==> config.mk <==
export PLATFORM = sky130hd
export DESIGN_NAME = seconds_to_calendar_date_unit
export DESIGN_NICKNAME = d
export VERILOG_FILES = /design/src/rtl/s2cd_pkg.sv /design/src/rtl/s2cd_tod_split.sv /design/src/rtl/s2cd_date_split.sv /design/src/rtl/seconds_to_calendar_date_unit.sv
export SDC_FILE = /design/constraint.sdc
export NUM_CORES = 2
export LEC_CHECK = 0
export BUFFER_PORTS_ARGS = -buffer_cell sky130_fd_sc_hd__buf_2
export CAP_MARGIN = 20
export CORE_ASPECT_RATIO = 1.75
export CORE_MARGIN = 4
export CORE_UTILIZATION = 40
export CTS_CLUSTER_SIZE = 25
export DETAILED_ROUTE_END_ITERATION = 8
export PLACE_DENSITY = 0.51
export SYNTH_ARGS = -nofsm -noshare
export SYNTH_HDL_FRONTEND = slang
export SYNTH_SLANG_ARGS = --single-unit
==> constraint.sdc <==
create_clock -name clk -period 12.1 [get_ports clk]
set_clock_uncertainty 0.05 [all_clocks]
set_input_delay 1.815 -clock clk [delete_from_list [all_inputs] [get_ports clk]]
set_output_delay 1.815 -clock clk [all_outputs]
set_load 0.02 [all_outputs]
==> src/rtl/s2cd_pkg.sv <==
// Shared types and constants for the seconds to calendar date converter.
// No dependencies; imported by every module of the block.
package s2cd_pkg;

  // Field widths of the item ports.
  localparam int SECS_W   = 32;
  localparam int YEAR_W   = 12;
  localparam int MONTH_W  = 4;
  localparam int DAY_W    = 5;
  localparam int HOUR_W   = 5;
  localparam int MINUTE_W = 6;
  localparam int SECOND_W = 6;

  // Day count since the epoch, after the century correction (at most 49711).
  localparam int DAYS_W = 16;
  // Day within a four-year cycle (0..1460) and within a year (0..365).
  localparam int CYC_DAY_W = 11;
  localparam int DOY_W     = 9;
  // Whole four-year cycles since the epoch (0..34).
  localparam int CYC_W = 6;

  // Reciprocal constants: n/60 = (n * RECIP_60) >> 37 and n/24 = (n * RECIP_24) >> 36
  // for any 32-bit n.
  localparam logic [31:0] RECIP_60 = 32'h8888_8889;
  localparam int          SHIFT_60 = 37;
  localparam logic [31:0] RECIP_24 = 32'hAAAA_AAAB;
  localparam int          SHIFT_24 = 36;

  // n/1461 = (n * RECIP_CYC) >> 26 for every day count this block can see.
  localparam logic [15:0] RECIP_CYC = 16'd45934;
  localparam int          SHIFT_CYC = 26;
  localparam logic [10:0] CYCLE_DAYS = 11'd1461;

  // First day of March 2100 counted from the epoch. Year 2100 is not a leap
  // year, so days from here on are moved up by one to fit a plain
  // every-fourth-year calendar.
  localparam logic [DAYS_W-1:0] SKIP_LEAP_DAY = 16'd36584;

  localparam logic [YEAR_W-1:0] EPOCH_YEAR = 12'd2000;

  // Start of each year inside a four-year cycle; the first year is the leap year.
  localparam logic [CYC_DAY_W-1:0] YEAR1_START = 11'd366;
  localparam logic [CYC_DAY_W-1:0] YEAR2_START = 11'd731;
  localparam logic [CYC_DAY_W-1:0] YEAR3_START = 11'd1096;

  // Time of day carried alongside the date work.
  typedef struct packed {
    logic [HOUR_W-1:0]   hour;
    logic [MINUTE_W-1:0] minute;
    logic [SECOND_W-1:0] second;
  } tod_t;

  // Day of year on which month m (0 = January) begins.
  function automatic logic [DOY_W-1:0] month_start(input logic [MONTH_W-1:0] m,
                                                   input logic leap);
    logic [DOY_W-1:0] base;
    begin
      case (m)
        4'd0:    base = 9'd0;
        4'd1:    base = 9'd31;
        4'd2:    base = 9'd59;
        4'd3:    base = 9'd90;
        4'd4:    base = 9'd120;
        4'd5:    base = 9'd151;
        4'd6:    base = 9'd181;
        4'd7:    base = 9'd212;
        4'd8:    base = 9'd243;
        4'd9:    base = 9'd273;
        4'd10:   base = 9'd304;
        4'd11:   base = 9'd334;
        default: base = 9'd0;
      endcase
      if (leap && (m >= 4'd2)) begin
        base = base + 9'd1;
      end
      return base;
    end
  endfunction

endpackage

==> src/rtl/s2cd_tod_split.sv <==
// Time-of-day split: four pipeline stages that divide the second count by
// 60, 60 and 24 with reciprocal multiplies. Depends on s2cd_pkg.
module s2cd_tod_split (
  input  logic                          clk,
  input  logic                          rst,
  input  logic                          in_valid,
  output logic                          in_ready,
  input  logic [s2cd_pkg::SECS_W-1:0]   secs,
  output logic                          out_valid,
  input  logic                          out_ready,
  output s2cd_pkg::tod_t                tod,
  output logic [s2cd_pkg::DAYS_W-1:0]   days_adj
);
  import s2cd_pkg::*;

  // Stage registers.
  logic              v1, v2, v3, v4;
  logic [31:0]       t1;
  logic [63:0]       p1;
  logic [26:0]       q1;
  logic [58:0]       p2;
  logic [SECOND_W-1:0] sec2, sec3;
  logic [20:0]       q2;
  logic [52:0]       p3;
  logic [MINUTE_W-1:0] min3;
  tod_t              tod4;
  logic [DAYS_W-1:0] days4;

  logic rdy1, rdy2, rdy3, rdy4;

  // A stage takes a new item when it is empty or its item moves on.
  assign rdy4     = !v4 || out_ready;
  assign rdy3     = !v3 || rdy4;
  assign rdy2     = !v3 || rdy3 ? (!v2 || rdy3) : !v2;
  assign rdy1     = !v1 || rdy2;
  assign in_ready = rdy1;

  // Stage 2 combinational: minutes count and seconds.
  logic [26:0]         q1_c;
  logic [SECOND_W-1:0] sec_c;
  logic [58:0]         p2_c;
  assign q1_c  = p1[63:SHIFT_60];
  assign sec_c = SECOND_W'(t1 - 32'(q1_c) * 32'd60);
  assign p2_c  = 59'(59'(q1_c) * 59'(RECIP_60));

  // Stage 3 combinational: hours count and minutes.
  logic [20:0]         q2_c;
  logic [MINUTE_W-1:0] min_c;
  logic [52:0]         p3_c;
  assign q2_c  = p2[57:SHIFT_60];
  assign min_c = MINUTE_W'(q1 - 27'(q2_c) * 27'd60);
  assign p3_c  = 53'(53'(q2_c) * 53'(RECIP_24));

  // Stage 4 combinational: day count, hour, and the missing 2100 leap day.
  logic [DAYS_W-1:0] days_c;
  logic [HOUR_W-1:0] hr_c;
  logic [DAYS_W-1:0] adj_c;
  assign days_c = p3[51:SHIFT_24];
  assign hr_c   = HOUR_W'(q2 - 21'(days_c) * 21'd24);
  assign adj_c  = (days_c >= SKIP_LEAP_DAY) ? days_c + 16'd1 : days_c;

  // Valid bits.
  always_ff @(posedge clk) begin
    if (rst) begin
      v1 <= 1'b0;
      v2 <= 1'b0;
      v3 <= 1'b0;
      v4 <= 1'b0;
    end else begin
      if (rdy1) v1 <= in_valid;
      if (rdy2) v2 <= v1;
      if (rdy3) v3 <= v2;
      if (rdy4) v4 <= v3;
    end
  end

  // Payload registers.
  always_ff @(posedge clk) begin
    if (rdy1) begin
      t1 <= secs;
      p1 <= 64'(secs) * 64'(RECIP_60);
    end
    if (rdy2) begin
      q1   <= q1_c;
      sec2 <= sec_c;
      p2   <= p2_c;
    end
    if (rdy3) begin
      q2   <= q2_c;
      sec3 <= sec2;
      min3 <= min_c;
      p3   <= p3_c;
    end
    if (rdy4) begin
      tod4.second <= sec3;
      tod4.minute <= min3;
      tod4.hour   <= hr_c;
      days4       <= adj_c;
    end
  end

  assign out_valid = v4;
  assign tod       = tod4;
  assign days_adj  = days4;

  // The split fields never leave their ranges.
  a_sec_range: assert property (@(posedge clk) disable iff (rst)
    v4 |-> (tod4.second < 6'd60))
    else $error("second out of range");
  a_min_range: assert property (@(posedge clk) disable iff (rst)
    v4 |-> (tod4.minute < 6'd60))
    else $error("minute out of range");
  a_hour_range: assert property (@(posedge clk) disable iff (rst)
    v4 |-> (tod4.hour < 5'd24) && (days4 < 16'd49712))
    else $error("hour or day count out of range");

endmodule

==> src/rtl/s2cd_date_split.sv <==
// Date split: three pipeline stages that turn a day count into year, month
// and day using four-year cycles and a month-start table. Depends on s2cd_pkg.
module s2cd_date_split (
  input  logic                           clk,
  input  logic                           rst,
  input  logic                           in_valid,
  output logic                           in_ready,
  input  logic [s2cd_pkg::DAYS_W-1:0]    days_adj,
  input  s2cd_pkg::tod_t                 tod,
  output logic                           out_valid,
  input  logic                           out_ready,
  output logic [s2cd_pkg::YEAR_W-1:0]    year,
  output logic [s2cd_pkg::MONTH_W-1:0]   month,
  output logic [s2cd_pkg::DAY_W-1:0]     day_of_month,
  output logic [s2cd_pkg::HOUR_W-1:0]    hour,
  output logic [s2cd_pkg::MINUTE_W-1:0]  minute,
  output logic [s2cd_pkg::SECOND_W-1:0]  second
);
  import s2cd_pkg::*;

  logic              v5, v6, v7;
  logic [31:0]       p5;
  logic [DAYS_W-1:0] d5;
  tod_t              tod5, tod6;
  logic [YEAR_W-1:0] year6;
  logic [DOY_W-1:0]  doy6;
  logic              leap6;

  logic rdy5, rdy6, rdy7;
  assign rdy7     = !v7 || out_ready;
  assign rdy6     = !v6 || rdy7;
  assign rdy5     = !v5 || rdy6;
  assign in_ready = rdy5;

  // Stage 6 combinational: four-year cycle, year within it, day of year.
  logic [CYC_W-1:0]     cyc_c;
  logic [CYC_DAY_W-1:0] rem_c;
  logic [1:0]           yoff_c;
  logic [CYC_DAY_W-1:0] ystart_c;
  logic [YEAR_W-1:0]    year_c;
  logic [DOY_W-1:0]     doy_c;
  assign cyc_c = p5[31:SHIFT_CYC];
  assign rem_c = CYC_DAY_W'(d5 - 16'(cyc_c) * 16'(CYCLE_DAYS));

  always_comb begin
    if (rem_c >= YEAR3_START) begin
      yoff_c   = 2'd3;
      ystart_c = YEAR3_START;
    end else if (rem_c >= YEAR2_START) begin
      yoff_c   = 2'd2;
      ystart_c = YEAR2_START;
    end else if (rem_c >= YEAR1_START) begin
      yoff_c   = 2'd1;
      ystart_c = YEAR1_START;
    end else begin
      yoff_c   = 2'd0;
      ystart_c = '0;
    end
  end

  assign year_c = EPOCH_YEAR + YEAR_W'({cyc_c, 2'b00}) + YEAR_W'(yoff_c);
  assign doy_c  = DOY_W'(rem_c - ystart_c);

  // Stage 7 combinational: last month whose start is not after the day.
  logic [MONTH_W-1:0] mon_c;
  logic [DAY_W-1:0]   dom_c;
  always_comb begin
    mon_c = '0;
    for (int m = 1; m < 12; m++) begin
      if (doy6 >= month_start(MONTH_W'(m), leap6)) begin
        mon_c = MONTH_W'(m);
      end
    end
  end
  assign dom_c = DAY_W'(doy6 - month_start(mon_c, leap6) + 9'd1);

  // Valid bits.
  always_ff @(posedge clk) begin
    if (rst) begin
      v5 <= 1'b0;
      v6 <= 1'b0;
      v7 <= 1'b0;
    end else begin
      if (rdy5) v5 <= in_valid;
      if (rdy6) v6 <= v5;
      if (rdy7) v7 <= v6;
    end
  end

  // Payload registers.
  always_ff @(posedge clk) begin
    if (rdy5) begin
      d5   <= days_adj;
      p5   <= 32'(days_adj) * 32'(RECIP_CYC);
      tod5 <= tod;
    end
    if (rdy6) begin
      year6 <= year_c;
      doy6  <= doy_c;
      leap6 <= (yoff_c == 2'd0);
      tod6  <= tod5;
    end
    if (rdy7) begin
      year         <= year6;
      month        <= mon_c + 4'd1;
      day_of_month <= dom_c;
      hour         <= tod6.hour;
      minute       <= tod6.minute;
      second       <= tod6.second;
    end
  end

  assign out_valid = v7;

  // Date fields stay within the calendar.
  a_doy_range: assert property (@(posedge clk) disable iff (rst)
    v6 |-> (leap6 ? (doy6 < 9'd366) : (doy6 < 9'd365)))
    else $error("day of year out of range");
  a_month_range: assert property (@(posedge clk) disable iff (rst)
    v7 |-> (month >= 4'd1) && (month <= 4'd12))
    else $error("month out of range");
  a_day_range: assert property (@(posedge clk) disable iff (rst)
    v7 |-> (day_of_month >= 5'd1) && (year <= 12'd2136))
    else $error("day or year out of range");

endmodule

==> src/rtl/seconds_to_calendar_date_unit.sv <==
// Top level of the seconds to calendar date converter.
// Depends on s2cd_pkg, s2cd_tod_split and s2cd_date_split.
//
// Converts an unsigned 32-bit count of seconds since 2000-01-01 00:00:00 into
// Gregorian year, month, day, hour, minute and second. The block is a
// seven-stage pipeline: four stages divide by 60, 60 and 24 with reciprocal
// multiplies, three stages resolve the year through four-year cycles and the
// month through a table of month starts. It takes one item every cycle unless
// a stall on the result side holds the pipeline; each stage does one multiply
// or one short compare-and-subtract. Each stage holds its item under a stall,
// so empty stages still fill while the result side waits.
module seconds_to_calendar_date_unit (
  input  logic                           clk,
  input  logic                           rst,
  input  logic                           req_valid,
  output logic                           req_stall,
  input  logic [s2cd_pkg::SECS_W-1:0]    seconds_since_epoch,
  output logic                           rsp_valid,
  input  logic                           rsp_stall,
  output logic [s2cd_pkg::YEAR_W-1:0]    year,
  output logic [s2cd_pkg::MONTH_W-1:0]   month,
  output logic [s2cd_pkg::DAY_W-1:0]     day_of_month,
  output logic [s2cd_pkg::HOUR_W-1:0]    hour,
  output logic [s2cd_pkg::MINUTE_W-1:0]  minute,
  output logic [s2cd_pkg::SECOND_W-1:0]  second
);
  import s2cd_pkg::*;

  logic              tod_ready;
  logic              mid_valid;
  logic              mid_ready;
  tod_t              mid_tod;
  logic [DAYS_W-1:0] mid_days;

  // Handshake polarity at the ports.
  assign req_stall = !tod_ready;

  s2cd_tod_split u_tod (
    .clk       (clk),
    .rst       (rst),
    .in_valid  (req_valid),
    .in_ready  (tod_ready),
    .secs      (seconds_since_epoch),
    .out_valid (mid_valid),
    .out_ready (mid_ready),
    .tod       (mid_tod),
    .days_adj  (mid_days)
  );

  s2cd_date_split u_date (
    .clk          (clk),
    .rst          (rst),
    .in_valid     (mid_valid),
    .in_ready     (mid_ready),
    .days_adj     (mid_days),
    .tod          (mid_tod),
    .out_valid    (rsp_valid),
    .out_ready    (!rsp_stall),
    .year         (year),
    .month        (month),
    .day_of_month (day_of_month),
    .hour         (hour),
    .minute       (minute),
    .second       (second)
  );

endmodule
; Word level (Yosys, flattened, before mapping)
; Memories as Yosys holds them, arrays and structs flattened.
; Index checks and enable logic that the tools add are counted.
[word_totals]
out_inout_bits = 40
wordCells = 123
mem_bits_ro = 144
memories = 1
register_bits = 385
input_bits = 36
[op_classes]
mul = 8
mux = 30
n_reduce_logical = 19
order_cmp = 16
add_sub_neg = 12
[memory_table]
columns = memory, words, word_bits, rd, rd_clocked_by_memory_dff, write_ports, line_no
row1 = (no name shown), 16, 9, 1, 0, 0, s2cd_pkg.sv:58  ; case (m)
[op_table]
columns = op, count
row1 = "32-bit by 32-bit multiplier with 64-bit output, second input constant", 1
row2 = "27-bit by 32-bit multiplier with 58-bit output, second input constant", 1
row3 = "21-bit by 32-bit multiplier with 52-bit output, second input constant", 1
row4 = 4-bit 2-to-1 mux, 11
row5 = 9-bit by 8-bit >= comparator with 1-bit output, 4
row6 = "16-bit by 15-bit multiplier with 31-bit output, second input constant", 1
row7 = 9-bit >= comparator, 3
row8 = "27-bit by 4-bit multiplier with 4-bit output, second input constant", 1
row9 = 9-bit 2-to-1 mux, 3
row10 = "21-bit by 4-bit multiplier with 4-bit output, second input constant", 1
row11 = 9-bit by 7-bit >= comparator with 1-bit output, 2
row12 = "16-bit by 1-bit adder with 16-bit output, second input constant", 1
row13 = "16-bit >= comparator, second input constant", 1
row14 = "16-bit by 2-bit multiplier with 2-bit output, second input constant", 1
row15 = 16-bit 2-to-1 mux, 1
row16 = "11-bit by 8-bit adder with 12-bit output, first input constant", 1
row17 = 12-bit by 2-bit adder with 12-bit output, 1
row18 = 6-bit subtractor, 2
row19 = "11-bit by 10-bit >= comparator with 1-bit output, second input constant", 1
row20 = "11-bit >= comparator, second input constant", 1
row21 = "11-bit by 9-bit >= comparator with 1-bit output, second input constant", 1
row22 = "6-bit by 11-bit multiplier with 11-bit output, second input constant", 1
row23 = 11-bit subtractor, 1
row24 = "5-bit by 1-bit adder with 5-bit output, second input constant", 2
row25 = 14 further kinds, 41

; Depth between registers and ports, before layout
[logic_depth]
word_depth = 17
mapped_depth = 28
mapped_depth_nobuf = 28

; Modules after synthesis
; From an unflattened synthesis, not the netlist that was laid out.
[unflattened]
cells_unflattened = 3419
area_unflattened_um2 = 37384.6
[modules_own_cells]
columns = mod, cells_per_inst, n_inst, area_each_um2, seq_area_each_um2
row1 = s2cd_tod_split, 2521, 1, 26865.8, 4043.9
row2 = s2cd_date_split, 896, 1, 10511.3, 3333.2
row3 = seconds_to_calendar_date_unit, 2, 1, 7.5, 0.0

; Worst setup path before layout
; OpenSTA, ideal clock, no wires.
[synth_timing]
path_type = input-to-reg
start = input port seconds_since_epoch[6] (netlist name)
end = register u_tod.p1[60], data pin
setup_time_ns = 0.271
t_arrival_ns = 7.480
t_required_ns = 11.779
path_slack_ns = 4.299
path_buffers = 0
stages = 20
cell_sequence = ha_1 inv_1 fa_1 inv_1 fa_1 fa_1 fa_1 fa_1 ha_1 ha_1 o21ai_2 o21bai_2 a21oi_1 or3b_1 nor4_2 a21oi_2 a2111o_1 a221oi_2 mux2i_1 o2111ai_1
[synth_between]
elab_chain_cells = 1
[synth_lines]
columns = item, line_no
row1 = start: declaration, seconds_to_calendar_date_unit.sv:17  ; input logic [s2cd_pkg::SECS_W-1:0] seconds_since_epoch,
row2 = 32-bit by 32-bit multiplier with 64-bit output, s2cd_tod_split.sv:81  ; p1 <= 64'(secs) * 64'(RECIP_60);
row3 = end signal: assignment, s2cd_tod_split.sv:81
row4 = end: declaration, s2cd_tod_split.sv:19  ; logic [63:0] p1;
; Every way passes these cells.
; A chain may end at the register's enable or synchronous reset.

; Final worst setup path
[layout_timing]
start = input port seconds_since_epoch[0] (netlist name)
end = register u_tod.p1[60], data pin
; The elaborated chain is that of the path after synthesis.

==> qor.json <==
{
  "status": {"value": "complete, no violations"},
  "floorplan.initialDensity": {"value": 0.405},
  "synth_fp_nets": {"value": 4704},
  "drt_pre_antenna_iters": {"value": 6},
  "mostFrequentLayoutCells": {"value": "inv_1, ha_1, fa_1"},
  "global_route_wire_length_before_repair": {"value": 141000, "unit": "um"},
  "insertion_delay": {"value": 0.59, "unit": "ns"},
  "crit_top_cell": {"value": "fa_1"},
  "rr_endpoint": {"value": "u_tod.p3[36]$_DFFE_PP_"},
  "dieWidth": {"value": 237, "unit": "um"},
  "rsz_0062_raised_after_global_routing": {"value": "no"},
  "worstPathCellList": {"value": "buf_2 -> ha_1 -> ha_1 -> inv_1 -> fa_1 -> inv_1 -> fa_1 -> fa_1 -> fa_1 -> fa_1 -> ha_1 -> and4_1 -> nand2_1 -> a311oi_1 -> a211o_1 -> a21oi_2 -> a2111o_1 -> a221oi_2 -> mux2i_1 -> o2111ai_1"},
  "worst_path_largest_cell_delay": {"value": 0.57, "unit": "ns"},
  "cts.htree.levels": {"value": 1},
  "finalHoldViolCount": {"value": 0},
  "timing.critical_path.from_type": {"value": "input port"},
  "cts_tree": {"value": "yes"},
  "postCtsSetupBuffers": {"value": 0},
  "post-route-worst-setup-slack": {"value": 4.13, "unit": "ns"},
  "ctsHoldBuffers": {"value": 0},
  "grt_pass1_vias": {"value": 26100},
  "max_freq": {"value": 125, "unit": "MHz"},
  "hpwl": {"value": 78500, "unit": "um"},
  "synth.yosys.warnings": {"value": 0},
  "ys_seq_elements": {"value": 248},
  "worst-path-buf-inv": {"value": 3},
  "drc": {"value": 0},
  "timing_worst_slew_pin_value": {"value": 1.06, "unit": "ns"},
  "timing_worst_setup_path_type": {"value": "in2reg"},
  "synth_cell_type_count": {"value": 79},
  "final.setup.tns": {"value": 0, "unit": "ns"},
  "maximum_number_of_pins_on_one_net_before_global_route_repair": {"value": 39},
  "wirelength": {"value": 88000, "unit": "um"},
  "post_route_cells_drive_above_1_share": {"value": 0.0432},
  "async_sr_flop_fraction": {"value": 0},
  "relSlewSlack": {"value": 0.281},
  "route.vias.total": {"value": 22900},
  "hp-class": {"value": "reg2reg"},
  "finalSetupViolations": {"value": 0},
  "timing_max_transition_violations_final": {"value": 0},
  "cts.sinks": {"value": 248},
  "grt_overflow": {"value": 0},
  "final_common_cell": {"value": "inv_1"},
  "die_y": {"value": 409, "unit": "um"},
  "antenna_found_initial": {"value": 0},
  "path_max_fanout": {"value": 6},
  "layout-area-overhead-vs-synth": {"value": 7.73, "unit": "%"},
  "synth_enable_flop_cells": {"value": 241},
  "ys_seq_area_frac": {"value": 0.201},
  "groute.usage.overall": {"value": 0.188},
  "fp.coreArea": {"value": 90800, "unit": "um2"},
  "synth_top_flop_cell": {"value": "edfxtp_1"},
  "avgSynthCellArea": {"value": 11.1, "unit": "um2"},
  "cp_slowest_cell": {"value": "a311oi_1"},
  "clkTransAtPathRegs": {"value": 0.06, "unit": "ns"},
  "core.rowCount": {"value": 146},
  "holdPathStages": {"value": 0},
  "r2r.worst_path.cells": {"value": 22},
  "floorplan.die_area": {"value": 96900, "unit": "um2"},
  "cap_viol_max_count": {"value": 0},
  "min_from": {"value": "u_tod.sec3[4]$_DFFE_PP_"},
  "antenna_left": {"value": 0},
  "tritoncts.num_buffers": {"value": 28},
  "worstHoldEndpoint": {"value": "u_tod.tod[4]$_DFFE_PP_"},
  "cts-resized-gates": {"value": 0},
  "r2r_start": {"value": "u_tod.p2[40]$_DFFE_PP_"},
  "io_pins": {"value": 76},
  "fill_count": {"value": 8721},
  "critical_path.endpoint_type": {"value": "register"},
  "num-nets-final": {"value": 4806},
  "cts.root.buffer_cell": {"value": "clkbuf_16"},
  "first_drt_iteration_drcs": {"value": 676},
  "worst-endpoint-required": {"value": 12.37, "unit": "ns"},
  "diode_count": {"value": 0},
  "min_period": {"value": 7.97, "unit": "ns"},
  "r2r_setup_slack": {"value": 4.36, "unit": "ns"},
  "gpl.final_weighted_congestion": {"value": 0.893},
  "timing.critical_path.arrival": {"value": 8.24, "unit": "ns"},
  "critical-path-top-delay-family": {"value": "adder cells"},
  "avgViaCountPerCell": {"value": 4.96},
  "mappedNetlistArea": {"value": 36700, "unit": "um2"},
  "clock_path_buffers": {"value": 3},
  "post-route-period-util": {"value": 0.659},
  "cell_count_after_synthesis": {"value": 3302},
  "routed_wire_length_per_instance": {"value": 19.1, "unit": "um"},
  "io_buffer_count": {"value": 75},
  "worst_setup_slack_before_clock_tree_synthesis": {"value": 3.40, "unit": "ns"}
}
[stage by stage]
| stage | utilization | cells | area, um2 | hold slack, ns |
|---|---|---|---|---|
| floorplan | - | 3302 | 36700 | 0.350 |
| global placement | 0.425 | 4558 | 38600 | 0.350 |
| detailed placement | 0.425 | 4558 | 38600 | 0.355 |
| CTS | 0.436 | 4610 | 39600 | 0.362 |
| global route | 0.436 | 4610 | 39600 | 0.362 |
| finish | 0.436 | 4610 | 39600 | 0.367 |
[final cells by class]
class | count | area [um2] | area share
clock buffers | 30 | 708 | 0.0179
clock inverters | 22 | 264 | 0.00667
inverters | 888 | 3330 | 0.0842
multi-input cells | 2158 | 26000 | 0.657
flip-flops and latches | 248 | 7380 | 0.186
well taps | 1184 | 1480 | 0.0374
repair buffers | 80 | 413 | 0.0104
[cell usage after synthesis, types with 7 or more instances]
| library cell | count | area [um2] |
|---|---|---|
| inv_1 | 888 | 3330 |
| ha_1 | 852 | 10700 |
| fa_1 | 514 | 10300 |
| edfxtp_1 | 241 | 7240 |
| a21oi_1 | 104 | 521 |
| xnor2_1 | 90 | 788 |
| nand2_1 | 79 | 297 |
| nor2_1 | 65 | 244 |
| a21o_1 | 56 | 420 |
| o21ai_0 | 55 | 275 |
| xor2_1 | 37 | 324 |
| nand3_1 | 34 | 170 |
| nand4_1 | 23 | 144 |
| o21a_1 | 23 | 173 |
| nor3_1 | 22 | 110 |
| nand2b_1 | 14 | 87.6 |
| nor2b_1 | 14 | 87.6 |
| a211oi_1 | 11 | 82.6 |
| o21bai_1 | 11 | 82.6 |
| and3_1 | 10 | 62.6 |
| o31ai_1 | 9 | 67.6 |
| or3_1 | 9 | 56.3 |
| clkbuf_1 | 7 | 26.3 |
| dfxtp_1 | 7 | 140 |
[cell families after synthesis]
logic type / after synthesis / share of synthesized area
AOI/OAI and AO/OA: 351 / 0.0635
xor gates and xnor gates: 127 / 0.0303
adders and majority gates: 1366 / 0.570
buffers and inverters: 896 / 0.0916
DFF: 248 / 0.201
muxes: 3 / 0.000851
and+or+nand+nor: 311 / 0.0427
[layer usage]
layer / up-vias / global-route usage / part of all wire
met5: - / 0 / 0
met4: 0 / 0.0821 / 0.055
met3: 145 / 0.0134 / 0.021
met2: 270 / 0.389 / 0.59
met1: 11400 / 0.186 / 0.33
li1: 11000 / - / -
[state kept, by name, indices dropped and copies added, names as in the netlist, 6 cells and up]
signal and count:
u_date.d5 11, u_tod.p3 17, u_date.doy6 9, u_date.tod5 17
u_tod.p2 24, u_tod.sec3 6, u_tod.days_adj 16, u_tod.min3 6
u_tod.p1 30, u_date.year6 11, u_tod.sec2 6, u_tod.tod 17
u_date.second 6, u_date.p5 6, u_date.minute 6, u_date.tod6 17
u_date.year 11
[worst max path at each step]
stage	cells past startpoint	endpoint	slack, ns	startpoint
floorplan	20	u_tod.p1[60]$_DFFE_PN_	4.30	seconds_since_epoch[6]
CTS	20	u_tod.p1[60]$_DFFE_PN_	4.01	seconds_since_epoch[0]
detailed placement	20	u_tod.p1[60]$_DFFE_PN_	3.40	seconds_since_epoch[0]
global placement	20	u_tod.p1[60]$_DFFE_PN_	3.43	seconds_since_epoch[0]
global route	22	u_tod.p3[36]$_DFFE_PP_	3.89	u_tod.p2[40]$_DFFE_PP_
finish	20	u_tod.p1[60]$_DFFE_PN_	4.13	seconds_since_epoch[0]
Power is not shown: default switching activity piles up to over one toggle a cycle in this logic, so the estimate is an artifact.
